===== src/rtl/core/goertzel_tone_bank_defines.svh =====
// Assertion macros for the RTL; clk and rst_n are taken from the
// module that uses them.
`ifndef GOERTZEL_TONE_BANK_DEFINES_SVH
`define GOERTZEL_TONE_BANK_DEFINES_SVH

// Antecedent implies consequent in the same cycle.
`define GTB_ASSERT_IMP(lbl, ante, cons, msg) \
  lbl: assert property (@(posedge clk) disable iff (!rst_n) (ante) |-> (cons)) \
    else $error(msg);

// Antecedent implies consequent in the next cycle.
`define GTB_ASSERT_NXT(lbl, ante, cons, msg) \
  lbl: assert property (@(posedge clk) disable iff (!rst_n) (ante) |=> (cons)) \
    else $error(msg);

`endif


===== src/rtl/core/gtb_pkg.sv =====
`default_nettype none
package gtb_pkg;

  localparam int NUM_BINS    = 4;
  localparam int SAMPLE_BITS = 16;
  localparam int STATE_BITS  = 48;
  localparam int COEF_BITS   = 18;
  localparam int FRAC_BITS   = 16;
  localparam int POWER_BITS  = 62;
  localparam int BIN_BITS    = 2;
  localparam int NBINS_BITS  = 3;
  localparam int ACC_BITS    = 128;
  localparam int TPROD_BITS  = COEF_BITS + STATE_BITS;
  localparam int CNT_BITS    = 6;
  localparam int CFG_IDX_BITS = 3;

  // Register indexes
  localparam logic [CFG_IDX_BITS-1:0] CFG_COEF0 = 3'd0;
  localparam logic [CFG_IDX_BITS-1:0] CFG_COEF1 = 3'd1;
  localparam logic [CFG_IDX_BITS-1:0] CFG_COEF2 = 3'd2;
  localparam logic [CFG_IDX_BITS-1:0] CFG_COEF3 = 3'd3;
  localparam logic [CFG_IDX_BITS-1:0] CFG_BINS  = 3'd4;

  typedef struct packed {
    logic signed [SAMPLE_BITS-1:0] sample;
    logic                          block_end;
  } in_t;

  typedef struct packed {
    logic [BIN_BITS-1:0]   bin_index;
    logic [POWER_BITS-1:0] power;
    logic                  last_bin;
  } out_t;

  // Command to the serial multiplier
  typedef struct packed {
    logic                start;
    logic                clr;
    logic [CNT_BITS-1:0] last_idx;
  } mul_cmd_t;

  typedef struct packed {
    logic busy;
    logic done;
  } mul_sts_t;

  typedef enum logic [3:0] {
    ST_IDLE,
    ST_REC_GO,
    ST_REC_WAIT,
    ST_REC_FIN,
    ST_T_GO,
    ST_T_WAIT,
    ST_SQ1_GO,
    ST_SQ1_WAIT,
    ST_SQ2_GO,
    ST_SQ2_WAIT,
    ST_X_GO,
    ST_X_WAIT,
    ST_PWR_FIN
  } state_t;

endpackage
`default_nettype wire


===== src/rtl/core/gtb_serial_mul.sv =====
`default_nettype none
// Bit-serial shift-add multiplier, one multiplier bit per cycle, LSB first.
// The top bit of the multiplier carries negative weight (two's complement).
module gtb_serial_mul (
  input  wire logic                                 clk,
  input  wire logic                                 rst_n,
  input  wire gtb_pkg::mul_cmd_t                    cmd,
  input  wire logic signed [gtb_pkg::ACC_BITS-1:0]  mcand,
  input  wire logic [gtb_pkg::STATE_BITS-1:0]       mplier,
  output gtb_pkg::mul_sts_t                         sts,
  output logic signed [gtb_pkg::ACC_BITS-1:0]       acc
);

  logic signed [gtb_pkg::ACC_BITS-1:0]   acc_r, acc_nxt;
  logic signed [gtb_pkg::ACC_BITS-1:0]   mc_r, mc_nxt;
  logic [gtb_pkg::STATE_BITS-1:0]        mp_r, mp_nxt;
  logic [gtb_pkg::CNT_BITS-1:0]          cnt_r, cnt_nxt;
  logic                                  busy_r, busy_nxt;
  logic                                  last_bit;

  assign last_bit = (cnt_r == '0);

  // Step logic
  always_comb begin
    acc_nxt  = acc_r;
    mc_nxt   = mc_r;
    mp_nxt   = mp_r;
    cnt_nxt  = cnt_r;
    busy_nxt = busy_r;
    if (cmd.start) begin
      acc_nxt  = cmd.clr ? '0 : acc_r;
      mc_nxt   = mcand;
      mp_nxt   = mplier;
      cnt_nxt  = cmd.last_idx;
      busy_nxt = 1'b1;
    end else if (busy_r) begin
      if (mp_r[0]) begin
        acc_nxt = last_bit ? (acc_r - mc_r) : (acc_r + mc_r);
      end
      mc_nxt  = mc_r <<< 1;
      mp_nxt  = mp_r >> 1;
      cnt_nxt = cnt_r - 1'b1;
      if (last_bit) begin
        busy_nxt = 1'b0;
      end
    end
  end

  always_ff @(posedge clk) begin
    if (!rst_n) begin
      busy_r <= 1'b0;
      cnt_r  <= '0;
    end else begin
      busy_r <= busy_nxt;
      cnt_r  <= cnt_nxt;
    end
  end

  // Datapath registers, no reset
  always_ff @(posedge clk) begin
    acc_r <= acc_nxt;
    mc_r  <= mc_nxt;
    mp_r  <= mp_nxt;
  end

  assign acc = acc_r;
  assign sts = '{busy: busy_r, done: (busy_r && last_bit && !cmd.start)};

endmodule
`default_nettype wire


===== src/rtl/core/goertzel_tone_bank.sv =====
`default_nettype none
// Channel  Dir  Payload                      Transfer
// in_      in   gtb_pkg::in_t  (sample,end)  in_valid & in_ready
// out_     out  gtb_pkg::out_t (bin,power)   out_valid & out_ready
// cfg_     in   index 3b, data 18b           cfg_valid & cfg_ready (always ready)
//
// Each sample runs all 4 bins in turn: launch, 18 serial coef steps, update.
// A block-end sample then does, per reported bin, c*s1, s1^2, s2^2
// and t*s2 through the one bit-serial multiplier, then rounding/saturation.
// One item at a time: in_ready is high only while the sequencer is idle.
// Reset (synchronous, rst_n low) clears delay state, coefficients to 0,
// bins_in_use to 4. A stalled result holds the sequencer until it transfers.
`include "goertzel_tone_bank_defines.svh"
module goertzel_tone_bank (
  input  wire logic                                  clk,
  input  wire logic                                  rst_n,
  input  wire logic                                  in_valid,
  output logic                                       in_ready,
  input  wire gtb_pkg::in_t                          in_data,
  output logic                                       out_valid,
  input  wire logic                                  out_ready,
  output gtb_pkg::out_t                              out_data,
  input  wire logic                                  cfg_valid,
  output logic                                       cfg_ready,
  input  wire logic [gtb_pkg::CFG_IDX_BITS-1:0]      cfg_index,
  input  wire logic [gtb_pkg::COEF_BITS-1:0]         cfg_data
);

  localparam int ACC  = gtb_pkg::ACC_BITS;
  localparam int SB   = gtb_pkg::STATE_BITS;
  localparam int FB   = gtb_pkg::FRAC_BITS;
  localparam int TB   = gtb_pkg::TPROD_BITS;
  localparam int NB   = gtb_pkg::NUM_BINS;
  localparam int RW   = TB + 6;           // recurrence sum width
  localparam int PW   = ACC - FB;         // rounded power width

  gtb_pkg::state_t state_r, state_nxt;

  logic signed [gtb_pkg::COEF_BITS-1:0]   coef_r [NB];
  logic [gtb_pkg::NBINS_BITS-1:0]         bins_r;
  logic signed [SB-1:0]                   s1_r [NB];
  logic signed [SB-1:0]                   s2_r [NB];
  logic [gtb_pkg::BIN_BITS-1:0]           bin_r, bin_nxt;
  logic signed [gtb_pkg::SAMPLE_BITS-1:0] x_r;
  logic                                   end_r;
  logic signed [TB-1:0]                   t_r;
  gtb_pkg::out_t                          out_r;
  logic                                   out_valid_r;

  gtb_pkg::mul_cmd_t                      mcmd;
  gtb_pkg::mul_sts_t                      msts;
  logic signed [ACC-1:0]                  mcand;
  logic [SB-1:0]                          mplier;
  logic signed [ACC-1:0]                  acc;

  logic signed [SB-1:0]                   s1_cur, s2_cur;
  logic [gtb_pkg::NBINS_BITS-1:0]         bins_eff;
  logic                                   bin_top, bin_last_rep;
  logic                                   slot_free;
  logic                                   rec_we, pwr_we, clr_all;
  logic signed [RW-1:0]                   rec_sum;
  logic signed [SB-1:0]                   rec_sat;
  logic signed [ACC-1:0]                  pwr_rnd;
  logic signed [PW-1:0]                   pwr_sh;
  logic [gtb_pkg::POWER_BITS-1:0]         pwr_sat;

  function automatic logic signed [SB-1:0] s1_max();
    return {1'b0, {(SB-1){1'b1}}};
  endfunction

  assign in_ready  = (state_r == gtb_pkg::ST_IDLE);
  assign cfg_ready = 1'b1;
  assign out_valid = out_valid_r;
  assign out_data  = out_r;
  assign slot_free = !out_valid_r || out_ready;

  assign s1_cur = s1_r[bin_r];
  assign s2_cur = s2_r[bin_r];

  // Effective bin count: 0 acts as 1, above NUM_BINS acts as NUM_BINS
  always_comb begin
    if (bins_r == '0) begin
      bins_eff = 3'd1;
    end else if (bins_r > gtb_pkg::NBINS_BITS'(NB)) begin
      bins_eff = gtb_pkg::NBINS_BITS'(NB);
    end else begin
      bins_eff = bins_r;
    end
  end
  assign bin_top      = (bin_r == gtb_pkg::BIN_BITS'(NB - 1));
  assign bin_last_rep = ({1'b0, bin_r} == (bins_eff - 1'b1));

  // Recurrence finish: round c*s1, add x, subtract s2, saturate
  always_comb begin
    logic signed [RW-1:0] prod;
    logic signed [RW-1:0] rnd;
    prod    = acc[RW-1:0];
    rnd     = (prod + RW'(1 <<< (FB - 1))) >>> FB;
    rec_sum = rnd + RW'(x_r) - RW'(s2_cur);
    if (rec_sum > RW'(s1_max())) begin
      rec_sat = s1_max();
    end else if (rec_sum < -RW'(s1_max()) - 1) begin
      rec_sat = ~s1_max();
    end else begin
      rec_sat = rec_sum[SB-1:0];
    end
  end

  // Power finish: round, clamp to [0, 2^62-1]
  always_comb begin
    pwr_rnd = acc + ACC'(1 <<< (FB - 1));
    pwr_sh  = pwr_rnd[ACC-1:FB];
    if (pwr_sh[PW-1]) begin
      pwr_sat = '0;
    end else if (|pwr_sh[PW-2:gtb_pkg::POWER_BITS]) begin
      pwr_sat = '1;
    end else begin
      pwr_sat = pwr_sh[gtb_pkg::POWER_BITS-1:0];
    end
  end

  // Sequencer: next state and multiplier launches
  always_comb begin
    state_nxt     = state_r;
    bin_nxt       = bin_r;
    mcmd          = '0;
    mcand         = '0;
    mplier        = '0;
    rec_we        = 1'b0;
    pwr_we        = 1'b0;
    clr_all       = 1'b0;
    case (state_r)
      gtb_pkg::ST_IDLE: begin
        if (in_valid) begin
          bin_nxt   = '0;
          state_nxt = gtb_pkg::ST_REC_GO;
        end
      end
      gtb_pkg::ST_REC_GO, gtb_pkg::ST_T_GO: begin
        mcmd.start    = 1'b1;
        mcmd.clr      = 1'b1;
        mcmd.last_idx = gtb_pkg::CNT_BITS'(gtb_pkg::COEF_BITS - 1);
        mcand         = ACC'(s1_cur);
        mplier        = SB'(coef_r[bin_r]);
        state_nxt     = (state_r == gtb_pkg::ST_REC_GO) ? gtb_pkg::ST_REC_WAIT
                                                        : gtb_pkg::ST_T_WAIT;
      end
      gtb_pkg::ST_REC_WAIT: begin
        if (msts.done) state_nxt = gtb_pkg::ST_REC_FIN;
      end
      gtb_pkg::ST_REC_FIN: begin
        rec_we = 1'b1;
        if (bin_top) begin
          bin_nxt   = '0;
          state_nxt = end_r ? gtb_pkg::ST_T_GO : gtb_pkg::ST_IDLE;
        end else begin
          bin_nxt   = bin_r + 1'b1;
          state_nxt = gtb_pkg::ST_REC_GO;
        end
      end
      gtb_pkg::ST_T_WAIT: begin
        if (msts.done) state_nxt = gtb_pkg::ST_SQ1_GO;
      end
      gtb_pkg::ST_SQ1_GO: begin
        mcmd.start    = 1'b1;
        mcmd.clr      = 1'b1;
        mcmd.last_idx = gtb_pkg::CNT_BITS'(SB - 1);
        mcand         = ACC'(s1_cur) <<< FB;
        mplier        = s1_cur;
        state_nxt     = gtb_pkg::ST_SQ1_WAIT;
      end
      gtb_pkg::ST_SQ1_WAIT: begin
        if (msts.done) state_nxt = gtb_pkg::ST_SQ2_GO;
      end
      gtb_pkg::ST_SQ2_GO: begin
        mcmd.start    = 1'b1;
        mcmd.last_idx = gtb_pkg::CNT_BITS'(SB - 1);
        mcand         = ACC'(s2_cur) <<< FB;
        mplier        = s2_cur;
        state_nxt     = gtb_pkg::ST_SQ2_WAIT;
      end
      gtb_pkg::ST_SQ2_WAIT: begin
        if (msts.done) state_nxt = gtb_pkg::ST_X_GO;
      end
      gtb_pkg::ST_X_GO: begin
        mcmd.start    = 1'b1;
        mcmd.last_idx = gtb_pkg::CNT_BITS'(SB - 1);
        mcand         = -ACC'(t_r);
        mplier        = s2_cur;
        state_nxt     = gtb_pkg::ST_X_WAIT;
      end
      gtb_pkg::ST_X_WAIT: begin
        if (msts.done) state_nxt = gtb_pkg::ST_PWR_FIN;
      end
      gtb_pkg::ST_PWR_FIN: begin
        if (slot_free) begin
          pwr_we = 1'b1;
          if (bin_last_rep) begin
            clr_all   = 1'b1;
            state_nxt = gtb_pkg::ST_IDLE;
          end else begin
            bin_nxt   = bin_r + 1'b1;
            state_nxt = gtb_pkg::ST_T_GO;
          end
        end
      end
      default: state_nxt = gtb_pkg::ST_IDLE;
    endcase
  end

  gtb_serial_mul u_mul (
    .clk    (clk),
    .rst_n  (rst_n),
    .cmd    (mcmd),
    .mcand  (mcand),
    .mplier (mplier),
    .sts    (msts),
    .acc    (acc)
  );

  // Control, configuration and delay state
  always_ff @(posedge clk) begin
    if (!rst_n) begin
      state_r     <= gtb_pkg::ST_IDLE;
      bin_r       <= '0;
      out_valid_r <= 1'b0;
      bins_r      <= gtb_pkg::NBINS_BITS'(NB);
      for (int k = 0; k < NB; k++) begin
        coef_r[k] <= '0;
        s1_r[k]   <= '0;
        s2_r[k]   <= '0;
      end
    end else begin
      state_r <= state_nxt;
      bin_r   <= bin_nxt;
      if (pwr_we) begin
        out_valid_r <= 1'b1;
      end else if (out_ready) begin
        out_valid_r <= 1'b0;
      end
      if (cfg_valid) begin
        case (cfg_index)
          gtb_pkg::CFG_COEF0: coef_r[0] <= cfg_data;
          gtb_pkg::CFG_COEF1: coef_r[1] <= cfg_data;
          gtb_pkg::CFG_COEF2: coef_r[2] <= cfg_data;
          gtb_pkg::CFG_COEF3: coef_r[3] <= cfg_data;
          gtb_pkg::CFG_BINS:  bins_r    <= cfg_data[gtb_pkg::NBINS_BITS-1:0];
          default: ;
        endcase
      end
      if (clr_all) begin
        for (int k = 0; k < NB; k++) begin
          s1_r[k] <= '0;
          s2_r[k] <= '0;
        end
      end else if (rec_we) begin
        s2_r[bin_r] <= s1_cur;
        s1_r[bin_r] <= rec_sat;
      end
    end
  end

  // Payload registers
  always_ff @(posedge clk) begin
    if (in_valid && in_ready) begin
      x_r   <= in_data.sample;
      end_r <= in_data.block_end;
    end
    // c*s1 is complete once the multiplier has finished its last step
    if (state_r == gtb_pkg::ST_SQ1_GO) begin
      t_r <= acc[TB-1:0];
    end
    if (pwr_we) begin
      out_r.bin_index <= bin_r;
      out_r.power     <= pwr_sat;
      out_r.last_bin  <= bin_last_rep;
    end
  end

  // Assertions
  `GTB_ASSERT_IMP(a_done_in_wait, msts.done,
    (state_r == gtb_pkg::ST_REC_WAIT) || (state_r == gtb_pkg::ST_T_WAIT) ||
    (state_r == gtb_pkg::ST_SQ1_WAIT) || (state_r == gtb_pkg::ST_SQ2_WAIT) ||
    (state_r == gtb_pkg::ST_X_WAIT), "multiplier done outside a wait state")
  `GTB_ASSERT_NXT(a_in_starts, in_valid && in_ready,
    (state_r == gtb_pkg::ST_REC_GO) && (bin_r == '0), "accepted sample not started")
  `GTB_ASSERT_NXT(a_pwr_out, pwr_we, out_valid_r, "result written but not valid")
  `GTB_ASSERT_IMP(a_no_launch_busy, mcmd.start, !msts.busy, "multiplier relaunched while busy")

endmodule
`default_nettype wire


===== config.mk =====
export PLATFORM = sky130hd
export DESIGN_NAME = goertzel_tone_bank
export DESIGN_NICKNAME = d
export VERILOG_FILES = /design/src/rtl/core/gtb_pkg.sv /design/src/rtl/core/gtb_serial_mul.sv /design/src/rtl/core/goertzel_tone_bank.sv
export VERILOG_INCLUDE_DIRS = /design/src /design/src/rtl/core
export SDC_FILE = /design/constraint.sdc
export NUM_CORES = 2
export LEC_CHECK = 0
export BUFFER_PORTS_ARGS = -buffer_cell sky130_fd_sc_hd__buf_4
export CAP_MARGIN = 30
export CORE_ASPECT_RATIO = 0.6
export CORE_UTILIZATION = 35
export CTS_BUF_LIST = sky130_fd_sc_hd__clkbuf_8
export DETAILED_ROUTE_END_ITERATION = 10
export GPL_TIMING_DRIVEN = 0
export SYNTH_ARGS = -nofsm -noshare
export SYNTH_HDL_FRONTEND = slang
export SYNTH_SLANG_ARGS = --single-unit

===== constraint.sdc =====
create_clock -name clk -period 25.3 [get_ports clk]
set_input_delay 0 -clock clk [delete_from_list [all_inputs] [get_ports clk]]
set_output_delay 0 -clock clk [all_outputs]
set_load 0.01 [all_outputs]

==> run metrics <==
IO Count between 100 and 150; initial antenna violation count 15; largest net degree at the start of global routing 96; status finished, final reports clean; Net count, final between 6000 and 7000; setup repair after global routing missed its margin no; post-synthesis simple-gate area fraction 17.0%; # rows about 110; worst relative slew slack between 20% and 30%; EDFF count, synth 908; Tcrit/Tclk final about two fifths; Die X-Extent approximately 520 um; TritonCTS clock tree built; # DRC 0; commonest non-fill, non-tap cell in the layout edfxtp_1; Total Routing Usage GR about a quarter; P&R area growth vs syn 15.4%; delay-heaviest family, CP buffers and inverters; first-pass GRT wire length a little over 300000 um; clk sinks 927; vias 48800; vias per std cell between 5 and 6; share of cells above drive strength 1 10.0%; YS warnings 0; Critical Path Stages 24; adder-cell share of the synthesized area around 6.3%; TritonCTS Buffers 160; Synth Area in Compound Gates about 14%; Finish-stage setup viols 0; synthesized cell area between 0.05 and 0.06 mm2; Hold Path Cell Cnt 3; FFs w/ async S/R, synth 0%; worst skew pair latency between 0.9 and 1 ns; CTS Buffer Depth 4; post-route ant nets 0; Detailed Place HPWL around 170000 um; most frequent cells in the layout edfxtp_1, nor2_1, nand2_1; Initial Utilization between 30% and 40%; area of the multi-input gates around 0.028 mm2; Worst Path Class, Setup reg2reg; Die Y-Extent between 300 and 400 um; Seq cells post-synth a little over 900; Placed Area 0.0621 mm2; total wire length around 210000 um; GPL Wtd Cong roughly 0.97; Worst Max-Slew Pin Slew approximately 1.1 ns; reg2reg path depth 24; 1st-pass router iterations 10; register area about 0.028 mm2; IO Port Bufs 109; setup TNS 0 ns; DR iter-0 viols between 7000 and 8000; Primary FF master, synth edfxtp_1; clock slew at reported path FFs ~0.070 ns; Synth cell types 87; Crit path required time approximately 26 ns; Most common cell on crit path clkbuf_1; Setup Skew 0.111 ns; Worst Setup Start Kind flip-flop; Max H-tree Level 4; synthesized instance count between 5000 and 6000; CP max-delay cell clkbuf_1; Worst path max stage delay approximately 0.90 ns; worst hold path class in2reg; Tmin final 10.25 ns; die area 0.165 mm2; post-synthesis mux area share 4.60%; design area about 0.066 mm2; Avg Cell Area, Syn between 10 and 15 um2; WL/cell between 20 and 30 um; Final Max Slew Viols 0; remaining global-route overflow 0; xor and xnor fraction of the mapped netlist area roughly 6.6%; CP cell instances clkbuf_1, buf_1, clkbuf_1, buf_8, buf_1, mux4_2, fa_1, inv_1, ha_1, clkbuf_1, nand4_1, a311oi_1, o211ai_1, a221oi_1, a31oi_1, o21bai_1, nand3_1, a41o_1, a41oi_1, buf_4, clkbuf_1, clkbuf_1, nor2_1, nor2_1; Hold Fails Final Rpt 0; main combinational cell family by area after synthesis simple AND/OR/NAND/NOR gates; CTS Root Cell clkbuf_8; post-synthesis net count 5992; Setup Fix Bufs, Post-CTS 0; Buf+Inv Stages, Crit Path 10; MaxCap Viol Count 0; Arr. time, crit path roughly 11 ns; CP Max Fanout 10; fillers around 16000; vias in the first global route approximately 45000; Core Region ~0.16 mm2; FMAX about 98 MHz; CP Capture Type flip-flop; Seq/Total Area, Yosys 48.3%
-- cells in the mapped netlist (52+ instances only) --
| library cell | n | area share (%) |
|---|---|---|
| and2_1 | 96 | 1.0 |
| nor2_1 | 895 | 5.9 |
| nor4_1 | 54 | 0.59 |
| xor2_1 | 210 | 3.2 |
| nor3_1 | 83 | 0.73 |
| inv_1 | 220 | 1.4 |
| a21o_1 | 141 | 1.8 |
| and3_1 | 57 | 0.62 |
| clkbuf_1 | 257 | 1.7 |
| fa_1 | 57 | 2.0 |
| ha_1 | 195 | 4.3 |
| mux2i_1 | 52 | 0.91 |
| a31oi_1 | 62 | 0.68 |
| mux4_2 | 68 | 2.7 |
| o21ai_0 | 269 | 2.4 |
| nand3_1 | 118 | 1.0 |
| nand4_1 | 129 | 1.4 |
| edfxtp_1 | 908 | 48 |
| nand2_1 | 464 | 3.0 |
| xnor2_1 | 220 | 3.4 |
| a21oi_1 | 459 | 4.0 |
| mux2_2 | 52 | 1.0 |
-- logic make-up after synthesis --
family / Yosys count
AO/OA/AOI/OAI: 1295
XOR/XNOR: 430
adder cells (fa/ha/maj): 252
buffers and inverters: 502
flip-flops: 927
multiplexers: 172
other: 1
AND/OR/NAND/NOR: 2118
-- registers in the layout, indices dropped and copies added, names as in the netlist, 2 cells and up, named ones only --
| name | cells |
|---|---|
| t_r | 66 |
| bin_r | 2 |
| u_mul.acc | 128 |
| state_r | 4 |
| u_mul.mp_r | 48 |
| u_mul.cnt_r | 6 |
| bins_r | 3 |
| u_mul.mc_r | 128 |
| coef_r | 72 |
| s2_r | 192 |
| out_data | 65 |
| s1_r | 192 |
| x_r | 16 |
-- layer usage --
layer  track usage [%]  up-vias  wire length (um)
met5                 0        -                17
met4              5.18        2              3880
met3              9.64      236             32100
met2              31.3     2920             78400
met1              40.3    24000            100000
li1                  -    21700                 -
-- stage by stage --
step	std cells	hold WS (ns)	setup WS [ns]	util (%)
floorplan	5697	0.0989	14.88	-
global placement	7952	0.180	8.88	37.6
detailed placement	8044	0.180	15.63	38.4
CTS	8400	0.0237	15.57	40.7
global route	8419	0.0947	14.84	40.8
finish	8425	0.0959	15.05	40.9
-- timing repair --
action,CTS,global route
setup endpoints to repair,0,0
gates resized for setup,0,0
hold buffers,84,0
hold endpoints to repair,197,0
-- worst reg2reg max path, cell delays in order (launching register included) --
cell and delay (ns):
dfxtp_1 0.31, clkbuf_1 0.55, buf_1 0.75, clkbuf_1 0.32
buf_8 0.23, buf_1 0.71, mux4_2 0.68, fa_1 0.53
inv_1 0.04, ha_1 0.27, clkbuf_1 0.29, nand4_1 0.17
a311oi_1 0.71, o211ai_1 0.24, a221oi_1 0.71, a31oi_1 0.33
o21bai_1 0.30, nand3_1 0.13, a41o_1 0.26, a41oi_1 0.30
buf_4 0.26, clkbuf_1 0.58, clkbuf_1 0.90, nor2_1 0.30
nor2_1 0.18
-- final cells by class --
class | instances | share of cell area, %
multi-input combinational | 4268 | 42.2
sequential | 927 | 41.8
timing repair buffer | 302 | 4.49
tap | 2146 | 4.06
clock buffer | 164 | 3.42
buffer | 282 | 1.63
inverter | 220 | 1.27
clock inverter | 108 | 1.09
antenna | 8 | 0.0303
-- worst paths after layout --
kind	from	end	slack (ns)
max	flip-flop	s1_r[1][46]	15.05
max reg2reg	flip-flop	s1_r[1][46]	15.05
min reg2reg	u_mul.acc[9]	t_r[9]	0.45
min	cfg_index[2]	coef_r[0][5]	0.1
Power is left out: the tool's default activity adds up to more than one toggle a clock period on the data nets, which glitch-free logic cannot reach.
